[config.mk]
export PLATFORM = sky130hd
export DESIGN_NAME = fca_ctrl
export DESIGN_NICKNAME = d
export VERILOG_FILES = /design/src/rtl/core/fca_pkg.sv /design/src/rtl/core/fca_ctrl.sv
export SDC_FILE = /design/constraint.sdc
export NUM_CORES = 1
export LEC_CHECK = 0
export BUFFER_PORTS_ARGS = -buffer_cell sky130_fd_sc_hd__buf_4
export CAP_MARGIN = 10
export CORE_UTILIZATION = 47
export CTS_BUF_LIST = sky130_fd_sc_hd__clkbuf_8
export DETAILED_ROUTE_END_ITERATION = 8
export GPL_TIMING_DRIVEN = 0
export PLACE_DENSITY = 0.83
export REMOVE_ABC_BUFFERS = 1
export SLEW_MARGIN = 10
export SYNTH_ARGS = -nofsm -noshare
export SYNTH_HDL_FRONTEND = slang
export SYNTH_SLANG_ARGS = --single-unit
[constraint.sdc]
create_clock -name clk_i -period 1.7 [get_ports clk_i]
set_clock_uncertainty 0.05 [all_clocks]
set_input_delay 0 -clock clk_i [delete_from_list [all_inputs] [get_ports clk_i]]
set_output_delay 0 -clock clk_i [all_outputs]
set_load 0.02 [all_outputs]
[src/rtl/core/fca_pkg.sv]
// Shared types and constants for the FAT16 cluster allocator.
// No dependencies; imported by the controller, datapath and top level.
package fca_pkg;

  localparam int unsigned TableEntries = 65536;
  localparam int unsigned IdxW = $clog2(TableEntries);
  localparam int unsigned LimW = IdxW + 1;

  localparam logic [15:0] EntryFree   = 16'h0000;
  localparam logic [15:0] EntryLast   = 16'hFFFF;
  localparam logic [15:0] EocLow      = 16'hFFF8;
  localparam logic [15:0] ReservedLow = 16'hfff0;
  localparam logic [15:0] FirstData   = 16'd2;

  localparam logic [2:0] ModeLoad   = 3'd0;
  localparam logic [2:0] ModeRead   = 3'd1;
  localparam logic [2:0] ModeFree   = 3'd2;
  localparam logic [2:0] ModeLast   = 3'd3;
  localparam logic [2:0] ModeAlloc  = 3'd4;
  localparam logic [2:0] ModeFreeCh = 3'd5;

  localparam logic [2:0] StOk     = 3'd0;
  localparam logic [2:0] StFull   = 3'd1;
  localparam logic [2:0] StFree   = 3'd2;
  localparam logic [2:0] StLast   = 3'd3;
  localparam logic [2:0] StTail   = 3'd4;
  localparam logic [2:0] StBroken = 3'd5;

  // Address source for the table port.
  typedef enum logic [1:0] {
    AddrReq,
    AddrCur,
    AddrLink
  } addr_sel_e;

  // Controller to datapath commands.
  typedef struct packed {
    logic      capture;    // latch the request
    logic      rd_en;      // issue a table read
    addr_sel_e addr_sel;
    logic      wr_en;      // write wr_data, or the value picked by wr_cur/wr_ev, to addr_sel
    logic [15:0] wr_data;
    logic      wr_cur;     // write data is the current cluster
    logic      wr_ev;      // write data is the captured entry value
    logic      cur_init;   // load the search/walk pointer
    logic      cur_step;   // advance search pointer with wrap
    logic      cur_link;   // move walk pointer to last read link
    logic      cnt_clr;
    logic      ptr_save;   // save current into search_start
    logic      done;
    logic [2:0] st;
    logic      res_cur;    // result is current cluster
    logic      res_rd;     // result is read data
  } fca_cmd_t;

  // Datapath to controller status.
  typedef struct packed {
    logic [2:0] mode;
    logic       link;
    logic       rd_free;
    logic       rd_eoc;
    logic       rd_bad;    // link invalid for a chain walk
    logic       in_range;  // addressed cluster within table
    logic       cnt_done;  // search covered every data entry
  } fca_stat_t;

endpackage

[src/rtl/core/fca_ctrl.sv]
// Controller state machine of the FAT16 cluster allocator.
// Depends on fca_pkg.
module fca_ctrl (
  input  logic               clk_i,
  input  logic               rst_ni,
  input  logic               start_i,
  input  fca_pkg::fca_stat_t stat_i,
  output fca_pkg::fca_cmd_t  cmd_o,
  output logic               busy_o
);
  import fca_pkg::*;

  typedef enum logic [3:0] {
    SIdle, SRdReq, SWaitReq, SDecide, SSrchRd, SSrchWait, SSrchChk,
    SWalkRd, SWalkWait, SWalkChk
  } state_e;

  state_e state_q, state_d;
  logic first_q, first_d;

  always_comb begin
    cmd_o    = '0;
    cmd_o.addr_sel = AddrReq;
    state_d  = state_q;
    first_d  = first_q;
    case (state_q)
      SIdle: if (start_i) begin
        cmd_o.capture = 1'b1;
        state_d = SRdReq;
      end
      SRdReq: begin
        if (stat_i.mode == ModeLoad) begin
          cmd_o.wr_en = stat_i.in_range;
          cmd_o.wr_ev = 1'b1;
          cmd_o.done = 1'b1;
          cmd_o.st = StOk;
          state_d = SIdle;
        end else if (stat_i.mode == ModeAlloc && !stat_i.link) begin
          cmd_o.cur_init = 1'b1;
          cmd_o.cnt_clr = 1'b1;
          state_d = SSrchRd;
        end else if (stat_i.mode == ModeFreeCh) begin
          cmd_o.cur_init = 1'b1;
          first_d = 1'b1;
          state_d = SWalkRd;
        end else if (stat_i.mode > ModeFreeCh) begin
          cmd_o.done = 1'b1;
          cmd_o.st = StOk;
          state_d = SIdle;
        end else begin
          cmd_o.rd_en = 1'b1;
          state_d = SWaitReq;
        end
      end
      SWaitReq: state_d = SDecide;
      SDecide: begin
        case (stat_i.mode)
          ModeRead: begin
            cmd_o.done = 1'b1; cmd_o.res_rd = 1'b1; cmd_o.st = StOk;
            state_d = SIdle;
          end
          ModeFree: begin
            cmd_o.done = 1'b1;
            cmd_o.st = stat_i.rd_free ? StFree : StOk;
            cmd_o.wr_en = !stat_i.rd_free;
            cmd_o.wr_data = EntryFree;
            state_d = SIdle;
          end
          ModeLast: begin
            cmd_o.done = 1'b1;
            cmd_o.st = stat_i.rd_eoc ? StLast : StOk;
            cmd_o.wr_en = !stat_i.rd_eoc;
            cmd_o.wr_data = EntryLast;
            state_d = SIdle;
          end
          default: begin
            if (!stat_i.rd_eoc) begin
              cmd_o.done = 1'b1; cmd_o.st = StTail;
              state_d = SIdle;
            end else begin
              cmd_o.cur_init = 1'b1;
              cmd_o.cnt_clr = 1'b1;
              state_d = SSrchRd;
            end
          end
        endcase
      end
      SSrchRd: begin
        if (stat_i.cnt_done) begin
          cmd_o.done = 1'b1; cmd_o.st = StFull;
          state_d = SIdle;
        end else begin
          cmd_o.addr_sel = AddrCur;
          cmd_o.rd_en = 1'b1;
          state_d = SSrchWait;
        end
      end
      SSrchWait: state_d = SSrchChk;
      SSrchChk: begin
        if (stat_i.rd_free) begin
          cmd_o.addr_sel = AddrCur;
          cmd_o.wr_en = 1'b1;
          cmd_o.wr_data = EntryLast;
          cmd_o.ptr_save = 1'b1;
          if (stat_i.link) state_d = SWalkChk;
          else begin
            cmd_o.done = 1'b1; cmd_o.res_cur = 1'b1; cmd_o.st = StOk;
            state_d = SIdle;
          end
        end else begin
          cmd_o.cur_step = 1'b1;
          state_d = SSrchRd;
        end
      end
      SWalkRd: begin
        cmd_o.addr_sel = AddrCur;
        cmd_o.rd_en = 1'b1;
        state_d = SWalkWait;
      end
      SWalkWait: state_d = (stat_i.mode == ModeAlloc) ? SIdle : SWalkChk;
      SWalkChk: begin
        if (stat_i.mode == ModeAlloc) begin
          // link the new cluster after the tail
          cmd_o.addr_sel = AddrReq;
          cmd_o.wr_en = 1'b1;
          cmd_o.wr_cur = 1'b1;
          cmd_o.done = 1'b1; cmd_o.res_cur = 1'b1; cmd_o.st = StOk;
          state_d = SIdle;
        end else if (stat_i.rd_free) begin
          cmd_o.done = 1'b1;
          cmd_o.st = first_q ? StFree : StBroken;
          state_d = SIdle;
        end else begin
          cmd_o.addr_sel = AddrCur;
          cmd_o.wr_en = 1'b1;
          cmd_o.wr_data = EntryFree;
          first_d = 1'b0;
          if (stat_i.rd_eoc) begin
            cmd_o.done = 1'b1; cmd_o.st = StOk; state_d = SIdle;
          end else if (stat_i.rd_bad) begin
            cmd_o.done = 1'b1; cmd_o.st = StBroken; state_d = SIdle;
          end else begin
            cmd_o.cur_link = 1'b1;
            state_d = SWalkRd;
          end
        end
      end
      default: state_d = SIdle;
    endcase
  end

  always_ff @(posedge clk_i or negedge rst_ni) begin
    if (!rst_ni) begin
      state_q <= SIdle;
      first_q <= 1'b0;
    end else begin
      state_q <= state_d;
      first_q <= first_d;
    end
  end

  assign busy_o = (state_q != SIdle);

endmodule

# Word level (Yosys, flattened, before mapping)
# Index checks and enable logic that the tools add are counted.
# Widths: inputs -> output; s select.
[classes]
order_cmp = 1
eq_ne = 20
mux = 80
reduce_logical = 10
[ops]
columns = ["operator", "n"]
rows = [
  ["$mux 4", 21],
  ["$pmux 16 s3", 1],
  ["$pmux 4 s10", 1],
  ["$mux 18", 2],
  ["$pmux 17 s2", 1],
  ["$mux 1", 33],
  ["$pmux 4 s5", 1],
  ["$eq 4x3->1 const B", 4],
  ["$mux 16", 1],
  ["$mux 3", 5],
  ["$ne 2x2->1 const B", 6],
  ["$pmux 4 s3", 1],
  ["$eq 4x2->1 const B", 2],
  ["$eq 4x4->1 const B", 2],
  ["$mux 2", 4],
  ["$pmux 1 s2", 4],
  ["$pmux 2 s4", 1],
  ["$eq 3x2->1 const B", 2],
  ["$eq 3x3->1 const B", 2],
  ["$mux 6", 1],
  ["$reduce_and 6->1", 1],
  ["$mux 5", 1],
  ["$eq 4x1->1 const B", 1],
  ["$logic_not 4->1", 1],
  ["other kinds (10)", 12],
]
[totals]
reg_bits = 5
in_bits = 12

# Longest topological paths before layout
# Gate-level depths: netlist of the first run.
[depth]
depth_word = 6
mapped_depth = 7
mapped_depth_nobuf = 5

# Least setup slack after synthesis of the first run
# Ideal clock, no wire load.
[synth_timing]
kind = "register to output"
from = "register state_q[3]"
to = "output port cmd_o[14] (netlist bit)"
arrival_ps = 1670
setup_slack_ps = -20
path_stages_with_launch = 6
n_path_buf = 2
cell_sequence = "dfrtp_1 nand2b_1 or3_1 buf_2 nand2_1 buf_4"
[synth_rtl]
columns = ["element", "line", "source"]
rows = [
  ["start: declaration", "fca_ctrl.sv:18", "state_e state_q, state_d;"],
  ["start signal: assignment", "fca_ctrl.sv:154", "state_q <= SIdle;"],
  ["start signal: assignment", "fca_ctrl.sv:157", "state_q <= state_d;"],
  ["end: declaration", "fca_ctrl.sv:8", "output fca_pkg::fca_cmd_t cmd_o,"],
]

==> impl_metrics.tcl, run 1 <==
set metrics [dict create \
    syn_inst 129 \
    finalWeightedCongestion 0.982 \
    worstPathMaxFanout 5 \
    status "complete, but fails checks" \
    place_hpwl_um 1920 \
    ys_ff_latch 5 \
    rsz0062_at_grt "true" \
    power.internal_mw 1.09 \
    fin_nets 197 \
    synthArstFlopShare 1.00 \
    antenna_cells 0 \
    ys_seq_area_frac 0.139 \
    tightest_slew_ps 642 \
    dr.pass1.iters 5 \
    power_mw 2.19 \
    power.ir.vdd_worst_mv 1.37 \
    die_w_um 45.8 \
    drt_wl_total_um 5790 \
    post_drt_wl_per_cell_um 27.7 \
    postLayoutCoreUtil 0.954 \
    worstPathArrival_ps 2020 \
    grt_max_degree 17 \
    synthesis.area_um2 902 \
    grt_util_all_layers 0.355 \
    cts_buffers 3 \
    drive_above_1_share 0.598 \
    clock_power_share 0.114 \
    r2r-start "state_q[3]$_DFFE_PN0P_" \
    vias_per_cell 7.60 \
    power_density_mw_per_mm2 1300 \
    drcViolationCount 0 \
    tritoncts "yes" \
    synth_edf_count 0 \
    violations "setup timing" \
    final_common_cell "buf_4" \
    antenna_found_initial 0 \
    synth_cell_type_count 47 \
    power.leakage_nw 0.757 \
    min_period_ps 2070 \
    clock.fmax_mhz 483 \
    core_mm2 0.00176 \
    slew_viol_final 0 \
    sequentialPowerShare 0.118 \
    numClockSinks 5 \
    die_area_mm2 0.00210 \
    r2r_slack_ps -150 \
    yosysWarnings 0 \
    grt_pass1_wl_um 5280 \
    mostFrequentLayoutCells "buf_4 (41), buf_6 (33), nor2_1 (7), o21ai_0 (7), nand2_1 (7)" \
    worst-endpoint-required_ps 1650 \
    final.setup.worst_slack_ps -369 \
    swShare 0.504 \
    ys.flop_type "dfrtp_1" \
    fin_crit_sh 1.22 \
    cts_htree_levels 1 \
    start_kind "register" \
    r2r_cells 5 \
    ios 47 \
    report.final.setup_viol 34 \
    worstSkewPairLatency_ps 240 \
    r2r_end "state_q[3]$_DFFE_PN0P_" \
    port-buffer-count 45 \
    hold_viol 0 \
    drtIter0Drc 179 \
    critPathKind "reg2out" \
    maxCapViolCount 0 \
    p_switching_mw 1.10 \
    comb_power_share 0.768 \
    grt_pass1_vias 1132 \
    die_height_um 45.8 \
    initial_core_util 0.511 \
    synth.avg_cell_area_um2 6.99 \
    clk_pin_slew_ps 40 \
    vias 1588 \
    clk_path_buf_depth 2 \
    end_kind "output port" \
    area_growth_pct 86.5 \
    rows 15 \
    ant_nets 0 \
    max_slew_margin 0.568 \
    hold_path.class "in2async" \
    overflow 0 \
    clockRootBuffer "clkbuf_8" \
]
==> logic make-up after synthesis <==
| logic type | after synthesis | share of synthesized area |
|---|---|---|
| flops | 5 | 0.139 |
| other cells | 1 | 0.00416 |
| simple gates | 56 | 0.373 |
| compound gates | 36 | 0.279 |
| buf+inv | 31 | 0.205 |
==> cell type report <==
cell class | count | area (um2)
Sequential cell | 5 | 130
Clock buffer | 3 | 41.3
Timing Repair Buffer | 76 | 693
Inverter | 5 | 21.3
Clock inverter | 1 | 5.00
Tap cell | 25 | 31.3
Fill cell | 43 | 81.3
Multi-Input combinational cell | 94 | 761
==> flip-flops by register name, summed over array words and instances, names as in the netlist <==
register and flops:
first_q 1, state_q 4
==> routing by layer <==
layer	wire length, um	GRT usage	vias to the layer above	share of wire
li1	-	-	577	-
met5	0	0	-	0
met1	1780	0.418	673	0.31
met4	706	0.253	0	0.12
met3	1010	0.0913	95	0.17
met2	2300	0.554	243	0.40
==> per-stage QoR <==
| step | cells | area (um2) | setup WS [ps] | TNS, ps | hold slack [ps] |
|---|---|---|---|---|---|
| finish | 209 | 1680 | -369 | -5080 | 82.5 |
| floorplan | 103 | 736 | -1470 | -23780 | -346 |
| detailed placement | 173 | 1100 | -242 | -4150 | -246 |
| CTS | 195 | 1340 | -91.2 | -266 | 24.6 |
| global route | 209 | 1680 | -352 | -5910 | 80.7 |
| global placement | 173 | 1100 | -219 | -3720 | -248 |
==> worst max path at each step <==
stage | slack (ps) | startpoint | cells after the start | to
2_1_floorplan | -1470 | state_q[3]$_DFFE_PN0P_ | 3 | cmd_o[13]
3_3_place_gp | -220 | state_q[3]$_DFFE_PN0P_ | 4 | cmd_o[22]
3_5_place_dp | -240 | state_q[3]$_DFFE_PN0P_ | 4 | cmd_o[25]
4_1_cts | -90 | state_q[1]$_DFFE_PN0P_ | 3 | cmd_o[10]
5_1_grt | -350 | state_q[0]$_DFFE_PN0P_ | 6 | cmd_o[29]
6_report | -370 | state_q[0]$_DFFE_PN0P_ | 6 | cmd_o[29]
==> power by group through the flow <==
| stage | logic, mW | registers [mW] | clock network [mW] |
|---|---|---|---|
| after detailed placement | 0.857 | 0.291 | 0 |
| after floorplan | 0.564 | 0.254 | 0 |
| after global placement | 0.846 | 0.287 | 0 |
| final | 1.68 | 0.258 | 0.249 |
| after CTS | 1.15 | 0.249 | 0.233 |
| after global routing | 1.71 | 0.258 | 0.254 |
==> critical path, stage by stage (launching register included) <==
cell and delay, ps:
dfrtp_2 400, buf_4 160, or4b_4 530, o2bb2ai_2 180, nand2_1 120, o2111ai_1 170
buf_4 210
==> cell usage after synthesis, drive strengths merged, types with 2 or more instances <==
| cell | count | area, um2 |
|---|---|---|
| o2bb2ai | 2 | 17.5 |
| nor3 | 5 | 25.0 |
| nor2 | 11 | 41.3 |
| clkbuf | 2 | 7.51 |
| o21ai | 11 | 55.1 |
| o22ai | 5 | 31.3 |
| a31oi | 2 | 12.5 |
| inv | 5 | 18.8 |
| nand4 | 2 | 12.5 |
| nand3b | 3 | 22.5 |
| dfrtp | 5 | 125 |
| o31ai | 2 | 15.0 |
| nor4 | 2 | 12.5 |
| nand3 | 5 | 25.0 |
| nand2 | 8 | 30.0 |
| nand2b | 5 | 31.3 |
| and4bb | 2 | 25.0 |
| buf | 24 | 159 |
| a21oi | 5 | 25.0 |
==> what timing repair did <==
item                                   in CTS  in global routing
cloned                                      0                  1
endpoints found under the hold margin       5                  0
pin swaps                                   8                 14
setup endpoints to repair                  28                 33
gates resized for setup                    15                 55
hold buffers                                1                  0
buffers inserted                           17                 13
(Power assumes the default switching activity.)
==> run 2: changes to the inputs <==
--- a/config.mk
+++ b/config.mk
@@ -7,6 +7,7 @@
 export LEC_CHECK = 0
 export BUFFER_PORTS_ARGS = -buffer_cell sky130_fd_sc_hd__buf_4
 export CAP_MARGIN = 10
+export CORE_MARGIN = 8
 export CORE_UTILIZATION = 47
 export CTS_BUF_LIST = sky130_fd_sc_hd__clkbuf_8
 export DETAILED_ROUTE_END_ITERATION = 8
==> impl_metrics.tcl, run 2 (synthesized netlist as in run 1, its figures left out) <==
set metrics [dict create \
    dp_slack_ps -243 \
    r2r-start "state_q[0]$_DFFE_PN0P_" \
    power.ir.vdd_worst_mv 1.15 \
    hold_viol 0 \
    core_mm2 0.00188 \
    worstSkewPairLatency_ps 230 \
    slowest_stage "or3_4" \
    worstPathArrival_ps 1840 \
    drive_above_1_share 0.524 \
    multi_input_area_um2 704 \
    finalSetupTns_ps -1410 \
    initial_core_util 0.479 \
    antenna_cells 0 \
    ios 47 \
    drcViolationCount 0 \
    die_area_mm2 0.00358 \
    clk_pin_slew_ps 40 \
    power.internal_uw 907 \
    final_common_cell "buf_4" \
    drtIter0Drc 181 \
    final.setup.worst_slack_ps -186 \
    violations "setup timing" \
    top_regs "state_q: 4 flops, first_q: 1 flops" \
    clk_path_buf_depth 2 \
    maxCapViolCount 0 \
    die_height_um 59.8 \
    power.leakage_nw 0.670 \
    power_density_mw_per_mm2 1270 \
    sequentialPowerShare 0.142 \
    fin_nets 183 \
    final_area_mm2 0.00144 \
    slowest_delay_ps 430 \
    clockRootBuffer "clkbuf_8" \
    end_kind "output port" \
    placed_area_mm2 0.00111 \
    min_period_ps 1890 \
    cp-startpoint "state_q[1]$_DFFE_PN0P_" \
    cp-endpoint "cmd_o[5]" \
    cts_htree_levels 1 \
    report.final.setup_viol 26 \
    status "complete, but fails checks" \
    tightest_slew_ps 650 \
    tritoncts "yes" \
    cts_buffers 3 \
    postLayoutCoreUtil 0.764 \
    numClockSinks 5 \
    port-buffer-count 45 \
    rsz0062_at_grt "true" \
    rows 16 \
    swShare 0.502 \
    worstPathMaxFanout 6 \
    overflow 0 \
    path_cells "buf_4, nand2b_4, or3_4, o22ai_1, a211o_1, buf_4" \
    vias_per_cell 6.96 \
    r2r_cells 5 \
    grt_max_degree 17 \
    comb_power_share 0.737 \
    hold_path.class "in2reg" \
    clock_power_share 0.120 \
    grt_pass1_vias 1129 \
    max_slew_margin 0.563 \
    grt_pass1_wl_um 5530 \
    regMostFlops "state_q" \
    antenna_found_initial 0 \
    dr.pass1.iters 6 \
    place_hpwl_um 2320 \
    r2r_end "state_q[2]$_DFFE_PN0P_" \
    grt_util_all_layers 0.199 \
    fin_crit_sh 1.11 \
    finalWeightedCongestion 0.852 \
    vias 1371 \
    slew_viol_final 0 \
    clock.fmax_mhz 530 \
    ant_nets 0 \
    fill_cells 137 \
    worst-endpoint-required_ps 1650 \
    hold_slack_ps 49.2 \
    p_switching_uw 916 \
    seq_area_um2 130 \
    cpMostUsedCell "buf_4" \
    start_kind "register" \
    largest_register_ffs 4 \
    die_w_um 59.8 \
    critPathKind "reg2out" \
    drt_wl_total_um 4570 \
    mostFrequentLayoutCells "buf_4 (54), nor2_1 (11), buf_6 (8), o21ai_0 (7), nand2_1 (7)" \
    area_growth_pct 59.4 \
    post_drt_wl_per_cell_um 23.2 \
    r2r_slack_ps 80 \
]
==> run 2: cell count changes in the layout (fill, tap and decap cells not counted), sizes merged <==
| cell | before | now |
|---|---|---|
| inv | 5 | 6 |
| clkinv | 1 | 0 |
| nand2 | 9 | 8 |
| buf | 75 | 62 |
==> run 2: power by group through the flow <==
stage	logic, mW	registers (mW)	clock network, mW
after floorplan	0.564	0.254	0
after global placement	0.856	0.285	0
after detailed placement	0.880	0.294	0
after CTS	1.10	0.246	0.220
after global routing	1.40	0.257	0.232
final	1.34	0.259	0.220
==> run 2: layout make-up <==
type	instances	share of cell area
clock buffer	3	0.0287
clock inverter	1	0.00261
inverter	5	0.0131
multi-input combinational	93	0.490
sequential	5	0.0905
tap	27	0.0235
timing repair buffer	63	0.352
==> run 2: worst min path at each step <==
| stage | cells past startpoint | start | endpoint |
|---|---|---|---|
| final | 3 | start_i | state_q[0]$_DFFE_PN0P_ |
| after global routing | 2 | rst_ni | first_q$_DFFE_PN0P_ |
| after CTS | 3 | start_i | state_q[0]$_DFFE_PN0P_ |
| after detailed placement | 1 | rst_ni | state_q[1]$_DFFE_PN0P_ |
| after global placement | 1 | rst_ni | state_q[1]$_DFFE_PN0P_ |
| after floorplan | 0 | rst_ni | first_q$_DFFE_PN0P_ |
==> run 2: timing repair <==
action / CTS / global route
setup buffers: 11 / 6
gates resized for setup: 13 / 18
pin swaps: 8 / 6
setup endpoints to repair: 29 / 26
hold buffers: 1 / 0
endpoints found under the hold margin: 5 / 0
==> run 2: metal layers <==
layer / wire (um) / track usage
met3: 605 / 0.0753
met4: 351 / 0.0986
met2: 2040 / 0.315
met5: 0 / 0
met1: 1580 / 0.227
==> run 2: worst max-delay path, delay by kind of cell, from the launching register on <==
kind | cells | cell delay, ps
AO/OA/AOI/OAI | 2 | 360
buffers and inverters | 2 | 320
flip-flops | 1 | 420
AND/OR/NAND/NOR | 2 | 500
==> run 2: metrics by stage <==
| step | instances | power (mW) |
|---|---|---|
| 2_1_floorplan | 103 | 0.817 |
| 3_3_place_gp | 175 | 1.14 |
| 3_5_place_dp | 175 | 1.17 |
| 4_1_cts | 191 | 1.57 |
| 5_1_grt | 197 | 1.88 |
| 6_report | 197 | 1.82 |
==> run 3: changes to the inputs <==
--- a/config.mk
+++ b/config.mk
@@ -5,7 +5,7 @@
 export SDC_FILE = /design/constraint.sdc
 export NUM_CORES = 1
 export LEC_CHECK = 0
-export BUFFER_PORTS_ARGS = -buffer_cell sky130_fd_sc_hd__buf_4
+export BUFFER_PORTS_ARGS = -buffer_cell sky130_fd_sc_hd__buf_2
 export CAP_MARGIN = 10
 export CORE_MARGIN = 8
 export CORE_UTILIZATION = 47
@@ -13,7 +13,6 @@
 export DETAILED_ROUTE_END_ITERATION = 8
 export GPL_TIMING_DRIVEN = 0
 export PLACE_DENSITY = 0.83
-export REMOVE_ABC_BUFFERS = 1
 export SLEW_MARGIN = 10
 export SYNTH_ARGS = -nofsm -noshare
 export SYNTH_HDL_FRONTEND = slang
==> impl_metrics.tcl, run 3 (synthesized netlist as in run 1, its figures left out) <==
set metrics [dict create \
    cp.depth 6 \
    end_kind "output port" \
    maxCapViolCount 0 \
    drtIter0Drc 225 \
    worstSkewPairLatency_ps 220 \
    dr.pass1.iters 9 \
    hold_viol 0 \
    slew_viol_final 0 \
    violations "DRC, setup timing" \
    tightest_slew_ps 871 \
    drcViolationCount 1 \
    wl_met3_um 670 \
    start_kind "register" \
    die_height_um 59.8 \
    ios 47 \
    port-buffer-count 44 \
    grt_pass1_wl_um 6420 \
    synth_nets 141 \
    swShare 0.488 \
    grt_pass1_vias 1386 \
    wl_met1_um 1700 \
    drive_above_1_share 0.574 \
    top_layer "met4" \
    core_mm2 0.00188 \
    initial_core_util 0.479 \
    wl_met2_um 2590 \
    r2r_slack_ps -190 \
    power.internal_mw 1.05 \
    grt_max_degree 17 \
    clock.fmax_mhz 486 \
    comb_power_share 0.783 \
    rsz0062_at_grt "true" \
    final.setup.worst_slack_ps -360 \
    vias_per_cell 6.86 \
    dp.cells 200 \
    cts_buffers 3 \
    clk_path_buf_depth 2 \
    hold_path.class "in2async" \
    final_common_cell "buf_4" \
    clock_power_share 0.102 \
    critPathKind "reg2out" \
    area_growth_pct 88.3 \
    finalSetupTns_ps -5490 \
    p_switching_uw 997 \
    path_cells "buf_4, nand4bb_1, nor3_1, o21ai_0, o2111ai_2, buf_6" \
    mostFrequentLayoutCells "buf_4 (44), buf_6 (28), buf_2 (19), nor2_1 (9), nand2_1 (7)" \
    report.final.setup_viol 31 \
    r2r_end "state_q[2]$_DFFE_PN0P_" \
    min_period_ps 2060 \
    max_slew_margin 0.418 \
    post_drt_wl_per_cell_um 23.8 \
    cp-startpoint "state_q[1]$_DFFE_PN0P_" \
    slowest_stage "o21ai_0" \
    postLayoutCoreUtil 0.903 \
    drt_wl_total_um 5450 \
    tritoncts "yes" \
    fill_cells 88 \
    die_area_mm2 0.00358 \
    power_mw 2.04 \
    rows 16 \
    worstPathArrival_ps 2010 \
    largest_register_ffs 4 \
    die_w_um 59.8 \
    ant_nets 0 \
    overflow 0 \
    power.leakage_nw 0.820 \
    antenna_found_initial 0 \
    status "complete, but fails checks" \
    cpLargestDelayFamily "compound AO/OA/AOI/OAI gates" \
    clockRootBuffer "clkbuf_8" \
    crit_buf_inv 2 \
    grt_util_all_layers 0.233 \
    clk_pin_slew_ps 30 \
    multi_input_area_um2 711 \
    fin_crit_sh 1.21 \
    r2r-start "state_q[3]$_DFFE_PN0P_" \
    antenna_cells 0 \
    placed_area_mm2 0.00116 \
    power_density_mw_per_mm2 1200 \
    slowest_delay_ps 490 \
    sequentialPowerShare 0.115 \
    numClockSinks 5 \
    cp-endpoint "cmd_o[29]" \
    cts_htree_levels 1 \
    fin_cells 229 \
    r2r_cells 7 \
    worstPathMaxFanout 6 \
    vias 1571 \
    seq_area_um2 129 \
    finalWeightedCongestion 0.971 \
    final_area_mm2 0.00170 \
    regMostFlops "state_q" \
    power.ir.vdd_worst_mv 1.54 \
    worst-endpoint-required_ps 1650 \
    place_hpwl_um 2390 \
    top_regs "state_q: 4 flops, first_q: 1 flops" \
    fin_nets 215 \
]
run 3: cell types whose count changed in the layout (fill, tap and decap cells not counted), sizes merged:
cell | previous run | this run
clkbuf | 3 | 5
buf | 62 | 92
run 3: final cells by class:
class,count,share of cell area
clock buffer,3,0.0243
buffer,26,0.114
timing repair buffer,69,0.334
clock inverter,1,0.00221
multi-input combinational,93,0.418
tap,27,0.0199
inverter,5,0.0110
sequential,5,0.0758
run 3: how the worst min path moves through the flow:
stage / depth (start not counted) / slack [ps] / from / to
2_1_floorplan: 0 / -350 / rst_ni / first_q$_DFFE_PN0P_
3_3_place_gp: 1 / -240 / rst_ni / state_q[1]$_DFFE_PN0P_
3_5_place_dp: 1 / -230 / rst_ni / state_q[0]$_DFFE_PN0P_
4_1_cts: 2 / 70 / rst_ni / state_q[0]$_DFFE_PN0P_
5_1_grt: 2 / 100 / rst_ni / state_q[0]$_DFFE_PN0P_
6_report: 2 / 80 / rst_ni / state_q[0]$_DFFE_PN0P_
run 3: stage by stage:
stage          hold slack [ps]  setup slack (ps)
2_1_floorplan             -346              13.5
3_3_place_gp              -235             -33.6
3_5_place_dp              -231             -72.2
4_1_cts                   68.9              -125
5_1_grt                   98.7              -426
6_report                  76.1              -360
run 3: power groups by stage:
stage / clock [mW] / combinational (mW) / sequential, mW
floorplan: 0 / 0.706 / 0.202
global placement: 0 / 0.939 / 0.213
detailed placement: 0 / 0.953 / 0.216
CTS: 0.215 / 1.31 / 0.221
global route: 0.219 / 1.64 / 0.231
finish: 0.208 / 1.60 / 0.236
run 3: what timing repair did:
item / in CTS / in global routing
hold buffers: 1 / 0
setup endpoints to repair: 25 / 31
buffers inserted: 19 / 6
resized for setup: 61 / 25
pin swaps: 9 / 11
hold endpoints to repair: 5 / 0
run 3: metal layers:
metal	vias to the layer above	GRT usage
met5	-	0
met4	0	0.150
met3	73	0.0538
met2	198	0.432
met1	689	0.222
li1	611	-
